--- src/design/cpm_pkg.sv ---
// ----------------------------------------------------------------------------
// cpm_pkg
// Shared codes, types and the permutation table of the cluster label
// permutation match unit.
// ----------------------------------------------------------------------------
package cpm_pkg;

   localparam int DEFAULT_MAX_ITEMS = 256;
   localparam int PERM_COUNT        = 6;
   localparam int SAT_MAX           = 511;

   localparam logic [1:0] FUNC_APPEND  = 2'd0;
   localparam logic [1:0] FUNC_READ    = 2'd1;
   localparam logic [1:0] FUNC_RESTART = 2'd2;

   localparam logic [1:0] STATUS_OK    = 2'd0;
   localparam logic [1:0] STATUS_BAD   = 2'd1;
   localparam logic [1:0] STATUS_FULL  = 2'd2;
   localparam logic [1:0] STATUS_RANGE = 2'd3;

   localparam logic [1:0] LABEL_INVALID = 2'd3;

   // permutations of {0,1,2} in lexicographic order
   localparam logic [1:0] PERM_TABLE [PERM_COUNT][3] = '{
      '{2'd0, 2'd1, 2'd2},
      '{2'd0, 2'd2, 2'd1},
      '{2'd1, 2'd0, 2'd2},
      '{2'd1, 2'd2, 2'd0},
      '{2'd2, 2'd0, 2'd1},
      '{2'd2, 2'd1, 2'd0}
   };

   typedef struct packed {
      logic       clear;
      logic       update;
      logic [1:0] target_label;
      logic [1:0] sample_label;
   } cnt_cmd_type;

   function automatic logic [1:0] perm_map(input logic [2:0] perm, input logic [1:0] lbl);
      logic [1:0] result;
      result = 2'd0;
      if ((perm < 3'(PERM_COUNT)) && (lbl != LABEL_INVALID)) begin
         result = PERM_TABLE[perm][lbl];
      end
      return result;
   endfunction

endpackage

--- src/design/cpm_label_mem.sv ---
// ----------------------------------------------------------------------------
// cpm_label_mem
// Label store: one write port, one read port, registered read data.
// ----------------------------------------------------------------------------
module cpm_label_mem #(
   parameter  int DEPTH = cpm_pkg::DEFAULT_MAX_ITEMS,
   localparam int AW    = (DEPTH > 1) ? $clog2(DEPTH) : 1
) (
   input  logic          clock,
   input  logic          wr_en,
   input  logic [AW-1:0] wr_addr,
   input  logic [1:0]    wr_data,
   input  logic          rd_en,
   input  logic [AW-1:0] rd_addr,
   output logic [1:0]    rd_data
);

   logic [1:0] label_store_ff [DEPTH];
   logic [1:0] rd_data_ff;

   always_ff @(posedge clock) begin
      if (wr_en) begin
         label_store_ff[wr_addr] <= wr_data;
      end
      if (rd_en) begin
         rd_data_ff <= label_store_ff[rd_addr];
      end
   end

   assign rd_data = rd_data_ff;

endmodule

--- src/design/cpm_perm_counters.sv ---
// ----------------------------------------------------------------------------
// cpm_perm_counters
// Six mismatch counters, one per permutation, with a best-permutation
// select tree (ties go to the earlier permutation).
// ----------------------------------------------------------------------------
module cpm_perm_counters #(
   parameter int CNT_W = 9
) (
   input  logic                     clock,
   input  logic                     reset,
   input  cpm_pkg::cnt_cmd_type     cmd,
   output logic [2:0]               best_perm,
   output logic [CNT_W-1:0]         min_count
);

   logic [CNT_W-1:0] count_ff [cpm_pkg::PERM_COUNT];
   logic [CNT_W-1:0] count_in [cpm_pkg::PERM_COUNT];

   logic [CNT_W-1:0] l1_val [3];
   logic [2:0]       l1_idx [3];
   logic [CNT_W-1:0] l2_val;
   logic [2:0]       l2_idx;

   always_comb begin
      for (int p = 0; p < cpm_pkg::PERM_COUNT; p++) begin
         count_in[p] = count_ff[p];
         if (cmd.clear) begin
            count_in[p] = '0;
         end else if (cmd.update &&
                      (cmd.target_label != cpm_pkg::perm_map(3'(p), cmd.sample_label))) begin
            count_in[p] = count_ff[p] + 1'b1;
         end
      end
   end

   always_ff @(posedge clock) begin
      for (int p = 0; p < cpm_pkg::PERM_COUNT; p++) begin
         if (reset) begin
            count_ff[p] <= '0;
         end else begin
            count_ff[p] <= count_in[p];
         end
      end
   end

   always_comb begin
      for (int k = 0; k < 3; k++) begin
         if (count_ff[2*k+1] < count_ff[2*k]) begin
            l1_val[k] = count_ff[2*k+1];
            l1_idx[k] = 3'(2*k+1);
         end else begin
            l1_val[k] = count_ff[2*k];
            l1_idx[k] = 3'(2*k);
         end
      end
      if (l1_val[1] < l1_val[0]) begin
         l2_val = l1_val[1];
         l2_idx = l1_idx[1];
      end else begin
         l2_val = l1_val[0];
         l2_idx = l1_idx[0];
      end
      if (l1_val[2] < l2_val) begin
         min_count = l1_val[2];
         best_perm = l1_idx[2];
      end else begin
         min_count = l2_val;
         best_perm = l2_idx;
      end
   end

endmodule

--- src/design/cluster_label_permutation_match_unit.sv ---
// ----------------------------------------------------------------------------
// cluster_label_permutation_match_unit
// Stores cluster labels, counts mismatches for the six permutations of
// {0,1,2} and reads stored labels back through the best permutation.
// ----------------------------------------------------------------------------
// usage:
//   request channel: req_func, req_target_label, req_sample_label and
//   req_read_index are taken in a transfer at a clock edge with start high
//   and busy low. func 0 appends a label pair, 1 reads entry req_read_index
//   through the best permutation, 2 restarts the set.
//   response channel: every request gives exactly one response. rsp_valid
//   is high for one cycle and the rsp_ ports hold the result in that cycle;
//   the receiver cannot stall it.
//   busy: no new request is taken while busy is high; busy is high for
//   the cycle in which the label store read data returns and the best
//   permutation is picked from the six counters, and the response
//   registers are loaded from them at the end of that cycle.
//   reset: clears the item count, counters, bad flag and handshake state;
//   the label store holds no valid data until written.
// ----------------------------------------------------------------------------
module cluster_label_permutation_match_unit #(
   parameter int MAX_ITEMS = cpm_pkg::DEFAULT_MAX_ITEMS
) (
   input  logic       clock,
   input  logic       reset,
   input  logic       start,
   output logic       busy,
   input  logic [1:0] req_func,
   input  logic [1:0] req_target_label,
   input  logic [1:0] req_sample_label,
   input  logic [7:0] req_read_index,
   output logic       rsp_valid,
   output logic [1:0] rsp_mapped_label,
   output logic [8:0] rsp_least_mismatch,
   output logic [8:0] rsp_stored_count,
   output logic [1:0] rsp_status
);

   localparam int AW = (MAX_ITEMS > 1) ? $clog2(MAX_ITEMS) : 1;
   localparam int CW = $clog2(MAX_ITEMS + 1);
   localparam int RW = (CW > 8) ? CW : 8;
   localparam int SW = (CW > 9) ? CW : 9;
   localparam int IW = (AW > 8) ? AW : 8;

   logic          busy_ff, busy_in;
   logic          rsp_valid_ff, rsp_valid_in;
   logic [CW-1:0] count_ff, count_in;
   logic          bad_ff, bad_in;
   logic [1:0]    status_ff, status_in;
   logic          read_ok_ff, read_ok_in;
   logic          min_zero_ff, min_zero_in;

   logic [1:0]    rsp_mapped_label_ff, rsp_mapped_label_in;
   logic [8:0]    rsp_least_mismatch_ff, rsp_least_mismatch_in;
   logic [8:0]    rsp_stored_count_ff, rsp_stored_count_in;
   logic [1:0]    rsp_status_ff, rsp_status_in;

   logic          accept;
   logic          is_append, is_read, is_restart;
   logic          full, append_ok, set_bad;
   logic [IW-1:0] idx_ext;
   logic          idx_range;
   logic [1:0]    rd_data, rd_label;
   logic [2:0]    best_perm;
   logic [CW-1:0] min_count;
   logic [SW-1:0] count_sw, min_sw;

   cpm_pkg::cnt_cmd_type cnt_cmd;

   assign accept     = start && !busy_ff;
   assign is_append  = (req_func == cpm_pkg::FUNC_APPEND);
   assign is_read    = (req_func == cpm_pkg::FUNC_READ);
   assign is_restart = (req_func == cpm_pkg::FUNC_RESTART);
   assign full       = (count_ff == CW'(MAX_ITEMS));
   assign append_ok  = is_append && !full && (req_sample_label != cpm_pkg::LABEL_INVALID);
   assign set_bad    = is_append && !full && (req_sample_label == cpm_pkg::LABEL_INVALID);
   assign idx_ext    = IW'(req_read_index);
   assign idx_range  = (RW'(req_read_index) >= RW'(count_ff));

   assign cnt_cmd.clear        = accept && is_restart;
   assign cnt_cmd.update       = accept && append_ok;
   assign cnt_cmd.target_label = req_target_label;
   assign cnt_cmd.sample_label = req_sample_label;

   cpm_label_mem #(
      .DEPTH (MAX_ITEMS)
   ) u_label_mem (
      .clock   (clock),
      .wr_en   (accept && append_ok),
      .wr_addr (count_ff[AW-1:0]),
      .wr_data (req_sample_label),
      .rd_en   (accept && is_read),
      .rd_addr (idx_ext[AW-1:0]),
      .rd_data (rd_data)
   );

   cpm_perm_counters #(
      .CNT_W (CW)
   ) u_perm_counters (
      .clock     (clock),
      .reset     (reset),
      .cmd       (cnt_cmd),
      .best_perm (best_perm),
      .min_count (min_count)
   );

   // request side
   always_comb begin
      busy_in     = accept;
      count_in    = count_ff;
      bad_in      = bad_ff;
      status_in   = status_ff;
      read_ok_in  = read_ok_ff;
      min_zero_in = min_zero_ff;
      if (accept) begin
         if (is_restart) begin
            count_in = '0;
            bad_in   = 1'b0;
         end else if (append_ok) begin
            count_in = count_ff + 1'b1;
         end else if (set_bad) begin
            bad_in = 1'b1;
         end
         priority if (is_append && full) begin
            status_in = cpm_pkg::STATUS_FULL;
         end else if (bad_in) begin
            status_in = cpm_pkg::STATUS_BAD;
         end else if (is_read && idx_range) begin
            status_in = cpm_pkg::STATUS_RANGE;
         end else begin
            status_in = cpm_pkg::STATUS_OK;
         end
         read_ok_in  = is_read && !bad_in && !idx_range;
         min_zero_in = bad_in;
      end
   end

   // response side
   assign rd_label = (rd_data == cpm_pkg::LABEL_INVALID) ? 2'd0 : rd_data;
   assign count_sw = SW'(count_ff);
   assign min_sw   = SW'(min_count);

   always_comb begin
      rsp_valid_in          = busy_ff;
      rsp_mapped_label_in   = rsp_mapped_label_ff;
      rsp_least_mismatch_in = rsp_least_mismatch_ff;
      rsp_stored_count_in   = rsp_stored_count_ff;
      rsp_status_in         = rsp_status_ff;
      if (busy_ff) begin
         rsp_mapped_label_in = read_ok_ff ? cpm_pkg::perm_map(best_perm, rd_label) : 2'd0;
         if (min_zero_ff) begin
            rsp_least_mismatch_in = 9'd0;
         end else if (min_sw > SW'(cpm_pkg::SAT_MAX)) begin
            rsp_least_mismatch_in = 9'(cpm_pkg::SAT_MAX);
         end else begin
            rsp_least_mismatch_in = min_sw[8:0];
         end
         if (count_sw > SW'(cpm_pkg::SAT_MAX)) begin
            rsp_stored_count_in = 9'(cpm_pkg::SAT_MAX);
         end else begin
            rsp_stored_count_in = count_sw[8:0];
         end
         rsp_status_in = status_ff;
      end
   end

   always_ff @(posedge clock) begin
      if (reset) begin
         busy_ff      <= 1'b0;
         rsp_valid_ff <= 1'b0;
         count_ff     <= '0;
         bad_ff       <= 1'b0;
      end else begin
         busy_ff      <= busy_in;
         rsp_valid_ff <= rsp_valid_in;
         count_ff     <= count_in;
         bad_ff       <= bad_in;
      end
   end

   always_ff @(posedge clock) begin
      status_ff             <= status_in;
      read_ok_ff            <= read_ok_in;
      min_zero_ff           <= min_zero_in;
      rsp_mapped_label_ff   <= rsp_mapped_label_in;
      rsp_least_mismatch_ff <= rsp_least_mismatch_in;
      rsp_stored_count_ff   <= rsp_stored_count_in;
      rsp_status_ff         <= rsp_status_in;
   end

   assign busy               = busy_ff;
   assign rsp_valid          = rsp_valid_ff;
   assign rsp_mapped_label   = rsp_mapped_label_ff;
   assign rsp_least_mismatch = rsp_least_mismatch_ff;
   assign rsp_stored_count   = rsp_stored_count_ff;
   assign rsp_status         = rsp_status_ff;

`ifndef SYNTH
   a_busy_then_rsp: assert property (@(posedge clock) disable iff (reset)
      busy_ff |=> rsp_valid_ff)
      else $error("response missing after busy cycle");

   a_rsp_not_busy: assert property (@(posedge clock) disable iff (reset)
      rsp_valid_ff |-> !busy_ff)
      else $error("response while busy");

   a_count_bound: assert property (@(posedge clock) disable iff (reset)
      RW'(count_ff) <= RW'(MAX_ITEMS))
      else $error("item count above store depth");

   a_restart_zero: assert property (@(posedge clock) disable iff (reset)
      (accept && is_restart) |=> ##1 (rsp_stored_count_ff == 9'd0 &&
         rsp_least_mismatch_ff == 9'd0 && rsp_status_ff == cpm_pkg::STATUS_OK))
      else $error("restart response not cleared");

   a_mapped_only_ok: assert property (@(posedge clock) disable iff (reset)
      (rsp_valid_ff && rsp_status_ff != cpm_pkg::STATUS_OK) |-> rsp_mapped_label_ff == 2'd0)
      else $error("mapped label on failed request");
`endif

endmodule

--- config.mk ---
export PLATFORM = sky130hd
export DESIGN_NAME = cluster_label_permutation_match_unit
export DESIGN_NICKNAME = d
export VERILOG_FILES = /design/src/design/cpm_pkg.sv /design/src/design/cpm_label_mem.sv /design/src/design/cpm_perm_counters.sv /design/src/design/cluster_label_permutation_match_unit.sv
export SDC_FILE = /design/constraint.sdc
export NUM_CORES = 1
export LEC_CHECK = 0
export ABC_AREA = 1
export BUFFER_PORTS_ARGS = -buffer_cell sky130_fd_sc_hd__buf_2
export CORE_ASPECT_RATIO = 1.75
export CORE_MARGIN = 2
export CORE_UTILIZATION = 63
export CTS_CLUSTER_DIAMETER = 60
export CTS_CLUSTER_SIZE = 14
export DETAILED_ROUTE_END_ITERATION = 10
export PLACE_DENSITY_LB_ADDON = 0.12
export SLEW_MARGIN = 5
export SYNTH_ARGS = -nofsm -noshare
export SYNTH_HDL_FRONTEND = slang
export SYNTH_SLANG_ARGS = --single-unit
--- constraint.sdc ---
create_clock -name clock -period 5.15 [get_ports clock]
set_input_delay 0.7725 -clock clock [delete_from_list [all_inputs] [get_ports clock]]
set_output_delay 0.7725 -clock clock [all_outputs]
set_load 0.05 [all_outputs]
After elaboration in Yosys (flattened, before gate mapping):

Memories as Yosys holds them, arrays and structs flattened. A register that Yosys moved wholly into a read port is not among the register bits.
Cells that the tools add are included.

* memories: 3
* memory bits (writable): 566
* output and inout port bits: 24
* logic and storage cells: 159
* ROM bits: 48
* input bits: 17
* register bits after elaboration: 38
* latch bits: 0

Memory list
* u_label_mem.label_store_ff: words 256, bits a word 2, rd ports 1, clocked after Yosys merged registers in 1, wr ports 1, line cpm_label_mem.sv:18 `logic [1:0] label_store_ff [DEPTH];`
* u_perm_counters.count_ff: words 6, bits a word 9, rd ports 6, clocked after Yosys merged registers in 0, wr ports 6, line cpm_perm_counters.sv:16 `logic [CNT_W-1:0] count_ff [cpm_pkg::PERM_COUNT];`
* (no name shown): words 8, bits a word 6, rd ports 1, clocked after Yosys merged registers in 0, wr ports 0, line cpm_pkg.sv:44 `result = PERM_TABLE[perm][lbl];`

* $lt $le $gt $ge: 12
* shift-type cells: 0
* multiply operators: 0
* multiplexer cells: 78
* bitwise logic cells: 9
* equality and inequality tests: 13
* add/subtract/negate cells: 7
* divide/modulo/power cells: 0
* reductions and logical operators: 26

Operator list (number)
* $mux 9: 26
* $add 9x1->9 const B: 7
* $mux 2: 30
* $lt 9x9->1: 5
* $bmux 2 s2: 7
* $gt 9x9->1 const B: 2
* $logic_and 1x1->1: 18
* $mux 1: 12
* $mux 6: 2
* $ne 2x2->1: 6
* $eq 9x9->1 const B: 1
* $ge 8x9->1: 1
* $eq 2x2->1 const B: 3
* $ge 3x3->1 const B: 2
* $not 2->3: 2
* $or 1x1->1: 6
* $ge 4x4->1 const B: 1
* $logic_not 1->1: 4
* $ne 2x2->1 const B: 2
* $not 3->4: 1
* $reduce_and 2->1: 2
* $lt 3x3->1 const B: 1
* $mux 3: 1
* $eq 2x1->1 const B: 1
* 2 further kinds: 2

Depth between registers and ports, before layout:

An unclocked memory read counts as a cell.

* word-level depth: 14
* depth in mapped cells: 34
* mapped depth without buffers: 34

Modules after synthesis:

Synthesis repeated with hierarchy kept, for this count alone.

* cell total of the unflattened synthesis: 2880
* area total of the unflattened synthesis: 28209.6 sq um

By module, submodules not included
* cpm_label_mem: seq. area each 15434.8 sq um, instances 1, cells each 2055, area each 22146.2 sq um
* cpm_perm_counters: seq. area each 1081.0 sq um, instances 1, cells each 586, area each 4040.1 sq um
* cluster_label_permutation_match_unit: seq. area each 1021.0 sq um, instances 1, cells each 239, area each 2023.2 sq um

Worst setup path after synthesis:

No wires, ideal clock.

* kind: flip-flop to flip-flop
* from: mem u_perm_counters.count_ff[0][6]
* to: reg rsp_least_mismatch_ff[6] (netlist: rsp_least_mismatch[6]) (data pin)
* period minus slack after synthesis: 4313 ps
* slack: 837 ps
* data required time: 4871 ps
* library setup time: 279 ps
* buffers on the path: 4
* arrival: 4034 ps
* stages on the path, launching flop included: 30
* path through: dfxtp_1 > inv_1 > ha_1 > nand2_1 > nand2_1 > a21oi_2 > nand3_4 > clkbuf_1 > o21ai_0 > ha_1 > nand2_1 > inv_1 > nand3_1 > inv_1 > a21oi_1 > nand2_4 > inv_2 > buf_2 > o21ai_0 > inv_1 > ha_1 > a21oi_1 > nor2_1 > a211oi_1 > o221a_2 > nand2_2 > buf_6 > buf_8 > nor2_1 > a211oi_2

RTL lines
* from (decl): line cpm_perm_counters.sv:16
* to (signal assigned): line cluster_label_permutation_match_unit.sv:186 `rsp_least_mismatch_ff <= rsp_least_mismatch_in;`
* to (decl): line cluster_label_permutation_match_unit.sv:54 `logic [8:0] rsp_least_mismatch_ff, rsp_least_mismatch_in;`

==> out/results.ini <==
[clocking]
cts_tree=done
ctsHoldBuffers=0
htree_levels=2
cts_buffers=49
root_buffer=clkbuf_16
clockBufferDepth=3
cts.clk_slew.worst_paths_ps=70
cts_sinks=606
insertion_delay_ps=580

[detailed_routing]
drtPass1Iterations=7
wl_per_cell_um=22.4
vias=19700
drt_first_iter_violations=1844
drt-total-wl_um=70500
drt.antenna.violating_nets=0
viasPerCell=6.26
drc=0

[floorplan]
dieArea_mm2=0.0450
die_x_um=161
initial_core_util_pct=63.8
core_area_mm2=0.0427
rows=100
chipHeight_um=279
io_pins=41

[worst_setup_path]
cp.arrival_ps=4990
critPathMaxFanout=17
cp.required_ps=5490
crit_top_cell=nand2_1
crit_path_top_delay_cell=dfxtp_1
crit_type=reg2reg
start_kind=register
end_kind=register
cp_slowest_stage_delay_ps=390

[synth]
synth_edf_count=540
synthFlopType=edfxtp_1
ys_seq_area_share_pct=64.4
syn_nets=2667
syn-cell-area_mm2=0.0272
yosys_warnings=0
synthTopCellsByCount=nor2_1 (621), edfxtp_1 (540), o21ai_0 (383), nand2_1 (223), o22ai_1 (153)
synth.largest_area_cell=edfxtp_1
yosysUniqueCellTypes=57
synth.avg_cell_area_um2=10.5
synth_cells=2591
yosysMostFrequentCell=nor2_1
synth_top_cell_area_share_pct=59.5
ys_ff_latch=606
synth_area_leaders=edfxtp_1 (60%), nor2_1 (8.6%), o21ai_0 (7.0%), dfxtp_1 (4.9%), o22ai_1 (3.5%)
synthArstFlopShare_pct=0

[timing]
layout_min_cycle_time_ps=4660
timing.final.crit_share_pct=90.4
setup_violations=0
fmax_ghz=0.215
worstMarginPinSlew_ps=1080
finClkSkew_ps=30.4
worst_slack_ps=493
relSlewSlack_pct=28.0
rsz0062_at_grt=false
tns_ps=0
hold_viol_final=0
slew_viol_final=0

[grt]
antenna_found_initial=1
grt_overflow=0
grt_max_degree=145
grt_pass1_vias=19800
grt_pass1_wl_um=107000
grt_use_total_pct=31.4

[power_and_ir_drop]
p_sw_mw=2.34
power_frac_seq_pct=55.0
comb_power_share_pct=9.7
power.internal_mw=7.46
pwr-share-clk_pct=35.3
vdd_ir_drop_max_mv=0.286
switching_share_pct=23.9
leakagePower_nw=9.72
p_total_mw=9.80
power_density_mw_per_mm2=334

[placement]
placed_cells=3079
place_area_mm2=0.0279
dp_slack_ps=232
io_buffers=40
place_congestion=0.932
hpwl_um=43700

[cells_and_area]
drive_gt1_share_pct=8.37
final_cells=3153
insertedDiodeCount=0
fin_nets=2647
final_area_mm2=0.0293
synthToLayoutAreaGrowth_pct=7.58

[job]
maxCapViolCount=0

[hold_path]
hold_path_class=in2reg

[status]
status=complete, no violations

routing by layer:
metal  wire length (µm)  global-route usage (%)  vias to the layer above
met5                  0                       0                        -
met4               4600                    18.8                        0
met3               5430                    4.01                      237
met2              36400                    56.1                      912
met1              24000                    35.7                     9504
li1                   -                       -                     9077
power by group through the flow:
stage                     registers (mW)  logic [mW]  clock network (mW)
after floorplan                     5.55       0.582                   0
after global placement              5.50       0.912                   0
after detailed placement            5.50       0.929                   0
after CTS                           5.39       0.933                3.48
after global routing                5.39        1.04                3.65
final                               5.39       0.947                3.46
final timing paths:
path                                                     start             endpoint  slack (ps)  cells past startpoint
worst max-delay path            u_perm_counters.count_ff[0][6]  rsp_mapped_label[0]         490                     31
worst min-delay path                                     reset          count_ff[8]         420                      2
worst max register to register  u_perm_counters.count_ff[0][6]  rsp_mapped_label[0]         490                     31
worst min register to register                    status_ff[0]        rsp_status[0]         430                      0
cell usage in the layout, fill, tap and decap left out, types with 6 or more instances in the layout:
master and instances:
a211oi_2 8, nand2_2 7, buf_4 46, nor3_1 16, edfxtp_1 540, dfxtp_1 66
a21oi_1 78, buf_2 36, nor2_1 621, o21ai_0 375, o21ai_1 14, nor2_2 9
clkbuf_16 51, nand2_1 223, clkbuf_1 18, ha_1 59, o22ai_1 153, nand2_4 8
nand3_1 37, nand3_2 9, nor3b_1 6, inv_1 125, nand4_1 9
stage by stage:
| step | utilization [%] | hold WS [ps] |
|---|---|---|
| floorplan | - | 400 |
| global placement | 65.4 | 408 |
| detailed placement | 65.4 | 412 |
| CTS | 68.6 | 402 |
| global route | 68.7 | 422 |
| finish | 68.7 | 421 |
critical path: cells and delay by family, from the launching register on:
| family | cells | cell delay (ps) |
|---|---|---|
| fa+ha+maj | 3 | 900 |
| buf+inv | 5 | 650 |
| simple gates | 14 | 1050 |
| compound gates | 9 | 1410 |
| flops | 1 | 390 |
sequential cells by signal (all words and copies together), names as in the netlist:
name,cells
rsp_status,2
busy,1
rsp_mapped_label,2
status_ff,2
min_zero_ff,1
rsp_least_mismatch,9
u_label_mem.label_store_ff,512
u_perm_counters.count_ff,54
read_ok_ff,1
u_label_mem.rd_data,2
count_ff,9
rsp_valid,1
rsp_stored_count,9
bad_ff,1
cells by family after synthesis:
kind of cell / Yosys count / share of synthesized area, %
AO/OA/AOI/OAI: 657 / 13.3
flip-flops: 606 / 64.4
AND/OR/NAND/NOR: 966 / 15.0
buffers and inverters: 297 / 4.45
adder cells (fa/ha/maj): 59 / 2.71
XOR/XNOR: 6 / 0.193
cell type report:
class	count	area (µm²)
Sequential cell	606	17500
Clock buffer	70	1360
Tap cell	561	702
Clock inverter	2	17.5
Fill cell	3164	13400
Inverter	136	528
Multi-Input combinational cell	1688	8500
Timing Repair Buffer	90	659
what timing repair did:
item,in CTS,in global routing
buffers inserted,0,2
resized for setup,0,12
endpoints found under the setup margin,0,10
Power figures use the tool's default switching activity.
